[config.mk]
export PLATFORM = sky130hd
export DESIGN_NAME = kalman_shake_detector
export DESIGN_NICKNAME = d
export VERILOG_FILES = /design/src/rtl/core/ksd_pkg.sv /design/src/rtl/core/ksd_ctrl.sv /design/src/rtl/core/ksd_datapath.sv /design/src/rtl/core/kalman_shake_detector.sv
export SDC_FILE = /design/constraint.sdc
export NUM_CORES = 2
export LEC_CHECK = 0
export ABC_CLOCK_PERIOD_IN_PS = 9250
export BUFFER_PORTS_ARGS = -buffer_cell sky130_fd_sc_hd__buf_2
export CORE_ASPECT_RATIO = 0.75
export CORE_MARGIN = 2
export CORE_UTILIZATION = 35
export CTS_CLUSTER_DIAMETER = 120
export DETAILED_ROUTE_END_ITERATION = 7
export SETUP_SLACK_MARGIN = 0.5
export SLEW_MARGIN = 5
export SYNTH_ARGS = -nofsm -noshare
export SYNTH_HDL_FRONTEND = slang
export SYNTH_HIERARCHICAL = 1
export SYNTH_SLANG_ARGS = --single-unit
export TNS_END_PERCENT = 1
[constraint.sdc]
create_clock -name aclk -period 9.25 [get_ports aclk]
set_input_delay 1.3875 -clock aclk [delete_from_list [all_inputs] [get_ports aclk]]
set_output_delay 1.3875 -clock aclk [all_outputs]
set_load 0.02 [all_outputs]
[src/rtl/core/ksd_pkg.sv]
`timescale 1ns / 1ps
// ----------------------------------------------------------------------------
// ksd_pkg: shared types and constants for the shake detector
// Holds the controller states, the multiplier operation codes, the command and
// status groups between controller and datapath, and the register map.
// ----------------------------------------------------------------------------
package ksd_pkg;

    typedef enum logic [2:0] {
        ST_IDLE,
        ST_LOAD,
        ST_DIV,
        ST_MUL,
        ST_SUM,
        ST_OUT
    } ksd_state_t;

    typedef enum logic [1:0] {
        OP_X,
        OP_Y,
        OP_Z,
        OP_COV
    } ksd_op_t;

    typedef struct packed {
        logic    capture;
        logic    load;
        logic    div_step;
        logic    div_first;
        logic    mul_issue;
        ksd_op_t mul_op;
        logic    sum_calc;
        logic    out_load;
    } ksd_cmd_t;

    typedef struct packed {
        logic out_free;
    } ksd_status_t;

    localparam logic [1:0] REG_PROC_NOISE  = 2'd0;
    localparam logic [1:0] REG_MEAS_NOISE  = 2'd1;
    localparam logic [1:0] REG_SHAKE_THR   = 2'd2;

    localparam logic [23:0] PROC_NOISE_RST = 24'd655;
    localparam logic [23:0] MEAS_NOISE_RST = 24'd655360;
    localparam logic [16:0] SHAKE_THR_RST  = 17'd1000;

    localparam logic [16:0] ONE_Q16        = 17'h10000;
    localparam logic [31:0] COV_RST        = 32'h0001_0000;
    localparam logic [16:0] SUM_MAX        = 17'd98304;

    localparam logic [4:0]  DIV_LAST       = 5'd16;
    localparam logic [4:0]  MUL_ISSUE_END  = 5'd4;
    localparam logic [4:0]  MUL_LAST       = 5'd5;

endpackage

[src/rtl/core/ksd_ctrl.sv]
`timescale 1ns / 1ps
// ----------------------------------------------------------------------------
// ksd_ctrl: sequencing controller
// Walks each request through covariance load, gain division, the shared
// multiplier passes, the magnitude sum and the output register load.
// ----------------------------------------------------------------------------
module ksd_ctrl (
    input  logic                 aclk,
    input  logic                 aresetn,
    input  logic                 s_tvalid,
    output logic                 s_tready,
    input  ksd_pkg::ksd_status_t status,
    output ksd_pkg::ksd_cmd_t    cmd
);

    ksd_pkg::ksd_state_t state_reg;
    ksd_pkg::ksd_state_t state_next;
    logic [4:0]          cnt_reg;
    logic [4:0]          cnt_next;

    always_ff @(posedge aclk) begin
        if (!aresetn) begin
            state_reg <= ksd_pkg::ST_IDLE;
            cnt_reg   <= 5'd0;
        end else begin
            state_reg <= state_next;
            cnt_reg   <= cnt_next;
        end
    end

    always_comb begin
        state_next = state_reg;
        cnt_next   = cnt_reg;
        case (state_reg)
            ksd_pkg::ST_IDLE: begin
                if (s_tvalid) begin
                    state_next = ksd_pkg::ST_LOAD;
                end
            end
            ksd_pkg::ST_LOAD: begin
                state_next = ksd_pkg::ST_DIV;
                cnt_next   = 5'd0;
            end
            ksd_pkg::ST_DIV: begin
                if (cnt_reg == ksd_pkg::DIV_LAST) begin
                    state_next = ksd_pkg::ST_MUL;
                    cnt_next   = 5'd0;
                end else begin
                    cnt_next = cnt_reg + 5'd1;
                end
            end
            ksd_pkg::ST_MUL: begin
                if (cnt_reg == ksd_pkg::MUL_LAST) begin
                    state_next = ksd_pkg::ST_SUM;
                    cnt_next   = 5'd0;
                end else begin
                    cnt_next = cnt_reg + 5'd1;
                end
            end
            ksd_pkg::ST_SUM: begin
                state_next = ksd_pkg::ST_OUT;
            end
            ksd_pkg::ST_OUT: begin
                if (status.out_free) begin
                    state_next = ksd_pkg::ST_IDLE;
                end
            end
            default: begin
                state_next = ksd_pkg::ST_IDLE;
                cnt_next   = 5'd0;
            end
        endcase
    end

    always_comb begin
        s_tready      = 1'b0;
        cmd.capture   = 1'b0;
        cmd.load      = 1'b0;
        cmd.div_step  = 1'b0;
        cmd.div_first = 1'b0;
        cmd.mul_issue = 1'b0;
        cmd.mul_op    = ksd_pkg::ksd_op_t'(cnt_reg[1:0]);
        cmd.sum_calc  = 1'b0;
        cmd.out_load  = 1'b0;
        case (state_reg)
            ksd_pkg::ST_IDLE: begin
                s_tready    = 1'b1;
                cmd.capture = s_tvalid;
            end
            ksd_pkg::ST_LOAD: begin
                cmd.load = 1'b1;
            end
            ksd_pkg::ST_DIV: begin
                cmd.div_step  = 1'b1;
                cmd.div_first = (cnt_reg == 5'd0);
            end
            ksd_pkg::ST_MUL: begin
                cmd.mul_issue = (cnt_reg < ksd_pkg::MUL_ISSUE_END);
            end
            ksd_pkg::ST_SUM: begin
                cmd.sum_calc = 1'b1;
            end
            ksd_pkg::ST_OUT: begin
                cmd.out_load = status.out_free;
            end
            default: begin
                s_tready = 1'b0;
            end
        endcase
    end

endmodule

[src/rtl/core/ksd_datapath.sv]
`timescale 1ns / 1ps
// ----------------------------------------------------------------------------
// ksd_datapath: filter arithmetic and result register
// Restoring divider for the gain, one shared pipelined multiplier for the
// three axis updates and the covariance update, and the output register.
// ----------------------------------------------------------------------------
module ksd_datapath (
    input  logic                 aclk,
    input  logic                 aresetn,
    input  ksd_pkg::ksd_cmd_t    cmd,
    output ksd_pkg::ksd_status_t status,
    input  logic [15:0]          acc_x,
    input  logic [15:0]          acc_y,
    input  logic [15:0]          acc_z,
    input  logic [23:0]          process_noise,
    input  logic [23:0]          measure_noise,
    input  logic [16:0]          thresh_level,
    input  logic                 m_tready,
    output logic                 m_tvalid,
    output logic [15:0]          filt_x,
    output logic [15:0]          filt_y,
    output logic [15:0]          filt_z,
    output logic [16:0]          magnitude_sum,
    output logic                 shake
);

    logic [15:0]        samp_x_reg;
    logic [15:0]        samp_y_reg;
    logic [15:0]        samp_z_reg;
    logic [31:0]        p1_reg;
    logic [32:0]        den_reg;
    logic               den_zero_reg;
    logic [33:0]        rem_reg;
    logic [16:0]        quo_reg;
    logic [31:0]        est_x_reg;
    logic [31:0]        est_y_reg;
    logic [31:0]        est_z_reg;
    logic [31:0]        cov_reg;
    logic signed [33:0] op_a_reg;
    logic signed [17:0] op_b_reg;
    logic               a_vld_reg;
    ksd_pkg::ksd_op_t   a_op_reg;
    logic signed [51:0] prod_reg;
    logic               p_vld_reg;
    ksd_pkg::ksd_op_t   p_op_reg;
    logic [33:0]        sum_reg;
    logic               m_tvalid_reg;
    logic [15:0]        filt_x_reg;
    logic [15:0]        filt_y_reg;
    logic [15:0]        filt_z_reg;
    logic [16:0]        mag_reg;
    logic               shake_reg;

    logic [32:0] p_plus_q;
    logic [31:0] p1_sat;
    logic [33:0] rem_cur;
    logic        rem_ge;
    logic [16:0] gain;
    logic [15:0] iss_samp;
    logic [31:0] iss_est;
    logic [33:0] iss_diff;
    logic [31:0] wb_est;
    logic [36:0] wb_sum;
    logic [31:0] wb_sat;
    logic [31:0] abs_x;
    logic [31:0] abs_y;
    logic [31:0] abs_z;
    logic [17:0] whole;

    assign p_plus_q = {1'b0, cov_reg} + {9'd0, process_noise};
    assign p1_sat   = p_plus_q[32] ? 32'hFFFF_FFFF : p_plus_q[31:0];

    assign rem_cur = cmd.div_first ? rem_reg : {rem_reg[32:0], 1'b0};
    assign rem_ge  = (rem_cur >= {1'b0, den_reg});
    assign gain    = den_zero_reg ? 17'd0 : quo_reg;

    always_comb begin
        case (cmd.mul_op)
            ksd_pkg::OP_X: begin
                iss_samp = samp_x_reg;
                iss_est  = est_x_reg;
            end
            ksd_pkg::OP_Y: begin
                iss_samp = samp_y_reg;
                iss_est  = est_y_reg;
            end
            ksd_pkg::OP_Z: begin
                iss_samp = samp_z_reg;
                iss_est  = est_z_reg;
            end
            default: begin
                iss_samp = samp_z_reg;
                iss_est  = est_z_reg;
            end
        endcase
    end

    assign iss_diff = {{2{iss_samp[15]}}, iss_samp, 16'h0000}
                    - {{2{iss_est[31]}}, iss_est};

    always_comb begin
        case (p_op_reg)
            ksd_pkg::OP_X:   wb_est = est_x_reg;
            ksd_pkg::OP_Y:   wb_est = est_y_reg;
            ksd_pkg::OP_Z:   wb_est = est_z_reg;
            default:         wb_est = est_z_reg;
        endcase
    end

    // The product shifted right by 16 is the floored increment.
    assign wb_sum = {{5{wb_est[31]}}, wb_est} + {prod_reg[51], prod_reg[51:16]};

    always_comb begin
        if ((wb_sum[36:31] == 6'h00) || (wb_sum[36:31] == 6'h3F)) begin
            wb_sat = wb_sum[31:0];
        end else if (wb_sum[36]) begin
            wb_sat = 32'h8000_0000;
        end else begin
            wb_sat = 32'h7FFF_FFFF;
        end
    end

    assign abs_x = est_x_reg[31] ? (32'd0 - est_x_reg) : est_x_reg;
    assign abs_y = est_y_reg[31] ? (32'd0 - est_y_reg) : est_y_reg;
    assign abs_z = est_z_reg[31] ? (32'd0 - est_z_reg) : est_z_reg;
    assign whole = sum_reg[33:16];

    always_ff @(posedge aclk) begin
        if (cmd.capture) begin
            samp_x_reg <= acc_x;
            samp_y_reg <= acc_y;
            samp_z_reg <= acc_z;
            p1_reg     <= p1_sat;
        end
        if (cmd.load) begin
            den_reg      <= {1'b0, p1_reg} + {9'd0, measure_noise};
            den_zero_reg <= (p1_reg == 32'd0) && (measure_noise == 24'd0);
            rem_reg      <= {2'b00, p1_reg};
            quo_reg      <= 17'd0;
        end else if (cmd.div_step) begin
            rem_reg <= rem_ge ? (rem_cur - {1'b0, den_reg}) : rem_cur;
            quo_reg <= {quo_reg[15:0], rem_ge};
        end
        if (cmd.mul_issue) begin
            if (cmd.mul_op == ksd_pkg::OP_COV) begin
                op_a_reg <= {2'b00, p1_reg};
                op_b_reg <= {1'b0, ksd_pkg::ONE_Q16 - gain};
            end else begin
                op_a_reg <= iss_diff;
                op_b_reg <= {1'b0, gain};
            end
            a_op_reg <= cmd.mul_op;
        end
        if (a_vld_reg) begin
            prod_reg <= op_a_reg * op_b_reg;
            p_op_reg <= a_op_reg;
        end
        if (cmd.sum_calc) begin
            sum_reg <= {2'b00, abs_x} + {2'b00, abs_y} + {2'b00, abs_z};
        end
        if (cmd.out_load) begin
            filt_x_reg <= est_x_reg[31:16];
            filt_y_reg <= est_y_reg[31:16];
            filt_z_reg <= est_z_reg[31:16];
            mag_reg    <= (whole > {1'b0, ksd_pkg::SUM_MAX}) ? ksd_pkg::SUM_MAX
                                                              : whole[16:0];
            shake_reg  <= (sum_reg > {1'b0, thresh_level, 16'h0000});
        end
    end

    always_ff @(posedge aclk) begin
        if (!aresetn) begin
            est_x_reg    <= 32'd0;
            est_y_reg    <= 32'd0;
            est_z_reg    <= 32'd0;
            cov_reg      <= ksd_pkg::COV_RST;
            a_vld_reg    <= 1'b0;
            p_vld_reg    <= 1'b0;
            m_tvalid_reg <= 1'b0;
        end else begin
            a_vld_reg <= cmd.mul_issue;
            p_vld_reg <= a_vld_reg;
            if (p_vld_reg) begin
                case (p_op_reg)
                    ksd_pkg::OP_X:   est_x_reg <= wb_sat;
                    ksd_pkg::OP_Y:   est_y_reg <= wb_sat;
                    ksd_pkg::OP_Z:   est_z_reg <= wb_sat;
                    ksd_pkg::OP_COV: cov_reg   <= prod_reg[47:16];
                    default:         cov_reg   <= cov_reg;
                endcase
            end
            if (cmd.out_load) begin
                m_tvalid_reg <= 1'b1;
            end else if (m_tready) begin
                m_tvalid_reg <= 1'b0;
            end
        end
    end

    assign status.out_free = !m_tvalid_reg || m_tready;
    assign m_tvalid        = m_tvalid_reg;
    assign filt_x          = filt_x_reg;
    assign filt_y          = filt_y_reg;
    assign filt_z          = filt_z_reg;
    assign magnitude_sum   = mag_reg;
    assign shake           = shake_reg;

endmodule

[src/rtl/core/kalman_shake_detector.sv]
`timescale 1ns / 1ps
// ----------------------------------------------------------------------------
// kalman_shake_detector: three-axis scalar Kalman filter with shake flag
// An accepted request passes through the divider load, the gain divider, the
// shared multiplier, the magnitude sum and the output register in turn. Only one
// request is in work at a time; a result left waiting at the output holds the
// next one in its final step.
// Reset: synchronous, active low; estimates clear to zero, covariance to 1.0
// and the registers to their defaults.
// ----------------------------------------------------------------------------
module kalman_shake_detector (
    input  logic        aclk,
    input  logic        aresetn,
    input  logic        s_tvalid,
    output logic        s_tready,
    input  logic [47:0] s_tdata,   // acc_x[15:0], acc_y[31:16], acc_z[47:32]
    output logic        m_tvalid,
    input  logic        m_tready,
    output logic [71:0] m_tdata,   // filt_x, filt_y, filt_z, magnitude_sum, shake, zeros
    input  logic        psel,
    input  logic        penable,
    input  logic        pwrite,
    input  logic [3:0]  paddr,
    input  logic [31:0] pwdata,
    output logic [31:0] prdata,
    output logic        pready
);

    ksd_pkg::ksd_cmd_t    cmd;
    ksd_pkg::ksd_status_t status;

    logic [23:0] proc_noise_reg;
    logic [23:0] meas_noise_reg;
    logic [16:0] shake_thr_reg;
    logic        cfg_wr;

    logic [15:0] filt_x;
    logic [15:0] filt_y;
    logic [15:0] filt_z;
    logic [16:0] magnitude_sum;
    logic        shake;

    assign pready = 1'b1;
    assign cfg_wr = psel && penable && pwrite && pready;

    always_ff @(posedge aclk) begin
        if (!aresetn) begin
            proc_noise_reg <= ksd_pkg::PROC_NOISE_RST;
            meas_noise_reg <= ksd_pkg::MEAS_NOISE_RST;
            shake_thr_reg  <= ksd_pkg::SHAKE_THR_RST;
        end else if (cfg_wr) begin
            case (paddr[3:2])
                ksd_pkg::REG_PROC_NOISE: proc_noise_reg <= pwdata[23:0];
                ksd_pkg::REG_MEAS_NOISE: meas_noise_reg <= pwdata[23:0];
                ksd_pkg::REG_SHAKE_THR:  shake_thr_reg  <= pwdata[16:0];
                default:                 shake_thr_reg  <= shake_thr_reg;
            endcase
        end
    end

    always_comb begin
        case (paddr[3:2])
            ksd_pkg::REG_PROC_NOISE: prdata = {8'd0, proc_noise_reg};
            ksd_pkg::REG_MEAS_NOISE: prdata = {8'd0, meas_noise_reg};
            ksd_pkg::REG_SHAKE_THR:  prdata = {15'd0, shake_thr_reg};
            default:                 prdata = 32'd0;
        endcase
    end

    ksd_ctrl u_ctrl (
        .aclk     (aclk),
        .aresetn  (aresetn),
        .s_tvalid (s_tvalid),
        .s_tready (s_tready),
        .status   (status),
        .cmd      (cmd)
    );

    ksd_datapath u_datapath (
        .aclk            (aclk),
        .aresetn         (aresetn),
        .cmd             (cmd),
        .status          (status),
        .acc_x           (s_tdata[15:0]),
        .acc_y           (s_tdata[31:16]),
        .acc_z           (s_tdata[47:32]),
        .process_noise   (proc_noise_reg),
        .measure_noise   (meas_noise_reg),
        .thresh_level    (shake_thr_reg),
        .m_tready        (m_tready),
        .m_tvalid        (m_tvalid),
        .filt_x          (filt_x),
        .filt_y          (filt_y),
        .filt_z          (filt_z),
        .magnitude_sum   (magnitude_sum),
        .shake           (shake)
    );

    assign m_tdata = {6'd0, shake, magnitude_sum, filt_z, filt_y, filt_x};

endmodule

---- Word level (Yosys, flattened, before mapping) ----
Index checks and enable logic that the tools add are counted.
storage, ports and cells
  input port bits ......................... 91
  word-level logic and storage cells ...... 127
  output and inout bits ................... 107
  register bits after elaboration ......... 575
cells by class
  multiply operators ...................... 1
  equality and inequality tests ........... 19
  muxes and demuxes ....................... 33
  add/sub/neg operators ................... 12
  reduce and logical (&&, ||, !) cells .... 25
  order comparisons ....................... 4
operators with widths
  operator                  count
  $mux W32                  8
  $pmux W32 S2              2
  $sub A1 B32 Y32 const A   3
  $pmux W24 S3              1
  $mux W34                  2
  $add A32 B24 Y33          2
  $mul A33 B18 Y51          1
  $add A32 B36 Y37          1
  $add A34 B32 Y34          1
  $ge A34 B33 Y1            1
  $gt A34 B33 Y1            1
  $mux W17                  2
  $sub A34 B33 Y34          1
  $add A32 B32 Y33          1
  $sub A32 B32 Y33          1
  $logic_not A32 Y1         1
  $pmux W16 S2              1
  $logic_not A24 Y1         1
  $gt A18 B17 Y1 const B    1
  $pmux W3 S6               1
  $sub A17 B17 Y17 const A  1
  $pmux W5 S3               1
  $reduce_and A2 Y1         7
  $mux W3                   4
  25 further kinds          48

---- Depth between registers and ports, before layout ----
  depth after elaboration ................. 7
  gate-level depth with buffers ........... 25
  depth with buffers taken out ............ 24

---- Modules after synthesis ----
The synthesis kept the hierarchy.
modules (own cells, without submodules)
  module                 sequential area each (µm²)  cells each  area an instance (µm²)  times used
  ksd_datapath           13062.5                     5341        50075.5                 1
  kalman_shake_detector  1301.2                      347         3115.5                  1
  ksd_ctrl               160.2                       72          588.1                   1

---- Least setup slack after synthesis ----
OpenSTA, ideal clock, no wires.
  path type ............................... reg2reg
  from .................................... register u_datapath.op_b_reg[8]
  to ...................................... register u_datapath.prod_reg[46], data pin
  data required time ...................... 8.992 ns
  path buffers ............................ 1
  library setup time ...................... 0.258 ns
  path slack .............................. 2.667 ns
  arrival time ............................ 6.325 ns
  clock period less this slack ............ 6.583 ns
  cell stages (with the launch flop) ...... 23
  path through ............................ edfxtp_1 clkbuf_1 and2_1 fa_1 inv_1 fa_1 fa_1 fa_1 inv_1 fa_1 inv_1 fa_1 inv_1 ha_1 a211o_1 a311o_1 a2111o_1 o211ai_1 nand2_1 a21boi_0 o21ai_0 a21oi_1 xnor2_1
on the way
  longest elaborated chain between the ends .. 1
ends and longest elaborated chain
  element                   line                 RTL
  start: declaration        ksd_datapath.sv:40   logic signed [17:0] op_b_reg;
  start signal: assignment  ksd_datapath.sv:147  op_b_reg <= {1'b0, ksd_pkg::ONE_Q16 - gain};
  start signal: assignment  ksd_datapath.sv:150  op_b_reg <= {1'b0, gain};
  $mul A33 B18 Y51          ksd_datapath.sv:155  prod_reg <= op_a_reg * op_b_reg;
  end signal: assignment    ksd_datapath.sv:155
  end: declaration          ksd_datapath.sv:43   logic signed [51:0] prod_reg;
No other way between the ends.
A chain may end at the register's enable or synchronous reset.

---- Final worst setup path ----
Ends and elaborated chain as after synthesis.

==> results.md <==
* Worst-skew pair later-pin latency at 0.72 ns
* Pins over their slew limit at 0
* H-tree depth at 2
* WP data arrival at 8.40 ns
* Mean post-synth cell area at 9.337 um^2
* Setup bufs post-CTS at 0
* CTS max path bufs at 3
* Max-slew headroom at 17.43%
* Routing usage on met3 at 4.742%
* Largest family of logic cells by synthesized area: adder cells
* Grt peak-use layer: met2
* DR WL/cell at 21.02 um
* Crit path time final at 7.949 ns
* Hold Fails Final Rpt at 0
* Fin nets at 6756
* Gpl congestion at 0.9385
* Mapped cell area at 53780 um^2
* Hold WC Path Type: reg2reg
* Post-synthesis sequential area ratio at 27.01%
* Post-Route WL at 165.2 mm
* Vias in the first global route at 40790
* Setup TNS at 0 ns
* Max reg flops at 35
* Top cells by count, synth: 828 x nand2_1, 819 x inv_1, 571 x fa_1, 335 x edfxtp_1, 305 x ha_1
* CP Cell Sequence: and2_1 -> fa_1 -> inv_1 -> fa_1 -> fa_1 -> fa_1 -> inv_1 -> fa_1 -> inv_1 -> fa_1 -> inv_1 -> ha_1 -> a211o_1 -> o22ai_1 -> nor3_1 -> a2111o_1 -> o211ai_1 -> nand2_1 -> a21boi_0 -> o21ai_0 -> a21oi_1 -> xnor2_1
* Mux cell area share after synthesis at 5.502%
* Yosys warns at 6
* Root Driver: clkbuf_16
* Xor/xnor cell area share of the yosys netlist at 4.821%
* Slowest cell on the critical path: edfxtp_1
* Buffers on Ports at 172
* Clock Sink Count at 558
* Final Skew at 0.05359 ns
* Number of synthesized flops with an enable pin at 335
* LEAKAGE at 26.38 nW
* Post-CTS Hold Buffers at 0
* Pre-antenna DRT Iters at 6
* Worst Hold Launch: u_datapath/a_op_reg[1]
* First-pass GRT wire length at 253.2 mm
* CP required at 9.70 ns
* Critical path origin: u_datapath/op_b_reg[8]
* PD cells at 172.3 nW/um^2
* Fmax at 0.1258 GHz
* Area Growth Syn to Fin at 8.948%
* Clock buffer count from CTS at 60
* Row count at 124
* Via density at 5.281
* Setup violations, final at 0
* Initial Util at 35.26%
* Crit-path most repeated cell: fa_1
* FFs w/ async S/R, synth at 0%
* Area fraction in compound gates after synthesis at 11.50%
* DIE AREA at 156800 um^2
* Crit Path Max Fanout at 19
* Met2 capacity usage during global routing at 31.84%
* VDD IR max at 173.0 uV
* DRT iter0 DRCs at 3618
* Most frequent cell after synthesis: nand2_1
* Distinct cells, synth at 99
* Max-Cap Viols at 0
* Adder-Cell Fraction of Synth Area at 28.35%
* Critical setup path kind: reg2reg
* CTS resizes at 0
* CTS tree: built
* Synth top area cells: fa_1 21%, edfxtp_1 19%, dfxtp_1 8.3%
* # DRC at 0
* Worst slew pin tran at 1.236 ns
* Buf/Inv on CP at 4
* HPWL after DPL at 129.3 mm
* Worst path top cell family by delay: adder cells
* Die X at 456.6 um
* Non-filler cells, final at 7857
* DIE HEIGHT at 343.5 um
* CP startpoint kind: flip-flop
* Initial antenna violation count at 5
* Status: finished, final reports clean
* Met1 usage in global routing at 30.06%
* Synth area leader: fa_1
* Critical path's largest stage delay at 0.74 ns
* Critical R2R Launch: u_datapath/op_b_reg[8]
* Yosys top cell area share at 21.26%
* Clock transition at the registers of the reported paths at 0.06 ns
* CORE AREA at 152500 um^2
* Vias at 41490
* Synthesized flop and latch total at 558
* Simple-gate share of the synthesized area at 14.84%
* Overflow after GRT at 0
* Total GRT Usage at 20.96%
* Mapped Cells at 5760
* Placed Cells at 7743
* Post-route antenna net violation count at 0
* Share of layout cells above drive strength 1 at 8.185%
* Crit share post-route at 85.93%
* RSZ-0062 raised after global routing: no
* Ports at 198
* CP Capture Type: flip-flop
* Ys flop type: edfxtp_1
* Largest net degree at the start of global routing at 71
-- cell usage in the layout (no fill, tap or decap), types with 23 or more instances in the layout --
master,n
or2_2,25
mux2_2,77
buf_2,171
buf_4,63
o21a_1,31
and2_1,254
fa_1,571
o211ai_1,87
dfxtp_1,221
clkbuf_16,62
inv_1,819
ha_1,305
nor2b_1,47
and3_1,23
a21o_1,106
nor4_1,31
o31ai_1,41
nor3_1,47
nand4_1,35
a21oi_1,259
a31oi_1,34
mux2i_1,209
nand3_1,61
nor2_1,206
xor2_1,169
nand2_1,827
edfxtp_1,335
o21ai_0,211
xnor2_1,127
nand2b_1,28
or3_1,26
o21bai_1,23
-- per-layer routing --
| metal | vias to the layer above | part of all wire [%] |
|---|---|---|
| met4 | 8 | 2.7 |
| met1 | 20630 | 45 |
| met3 | 229 | 9.0 |
| met5 | - | 0.033 |
| met2 | 1492 | 44 |
| li1 | 19140 | - |
-- power by group --
group          switching [W]  internal [W]  total [W]
combinational        0.00260       0.00186    0.00445
clock                0.00112       0.00144    0.00255
sequential          0.000127       0.00296    0.00309
total                0.00384       0.00626     0.0101
-- final timing paths --
check,to,slack [ns],cells past startpoint
worst max-delay path,u_datapath/prod_reg[46],1.30,22
worst min-delay path,u_datapath/p_op_reg[1],0.42,0
worst min register to register,u_datapath/p_op_reg[1],0.42,0
worst max register to register,u_datapath/prod_reg[46],1.30,22
-- worst register-to-register path: cells and delay by family, from the launching register on --
kind | cells | cell delay [ns]
AOI/OAI and AO/OA | 7 | 2.55
xor gates and xnor gates | 1 | 0.08
adders and majority gates | 7 | 3.48
buffers and inverters | 4 | 0.24
DFF | 1 | 0.74
and+or+nand+nor | 3 | 0.65
-- stage by stage --
| stage | utilization [%] | hold WS, ns | total power (W) | area, um^2 | setup slack (ns) |
|---|---|---|---|---|---|
| global placement | 37.07 | 0.4006 | 0.007486 | 56540 | 1.401 |
| floorplan | - | 0.4003 | 0.006374 | 53830 | 2.667 |
| CTS | 38.42 | 0.4228 | 0.01014 | 58590 | 1.334 |
| finish | 38.42 | 0.4160 | 0.01009 | 58590 | 1.301 |
| detailed placement | 37.07 | 0.4045 | 0.007528 | 56540 | 1.316 |
| global route | 38.42 | 0.4424 | 0.01084 | 58590 | 0.8731 |
-- cell families (layout without fill, tap and decap cells) --
| logic type | after synthesis | count (layout) |
|---|---|---|
| AO/OA/AOI/OAI | 958 | 958 |
| XOR/XNOR | 296 | 296 |
| adder cells (fa/ha/maj) | 876 | 876 |
| buffers and inverters | 1100 | 1167 |
| flip-flops | 558 | 558 |
| multiplexers | 286 | 286 |
| other | 2 | 16 |
| AND/OR/NAND/NOR | 1684 | 1684 |
-- cell type report --
cell class,instances,area (um^2)
clock inverters,32,349.1
multi-input cells,4115,35070
inverters,820,3078
flip-flops and latches,558,14530
repair buffers,234,1329
clock buffers,81,1704
well taps,2016,2522
fillers,15210,93920
diodes,1,2.502
Power figures use the tool's default switching activity.
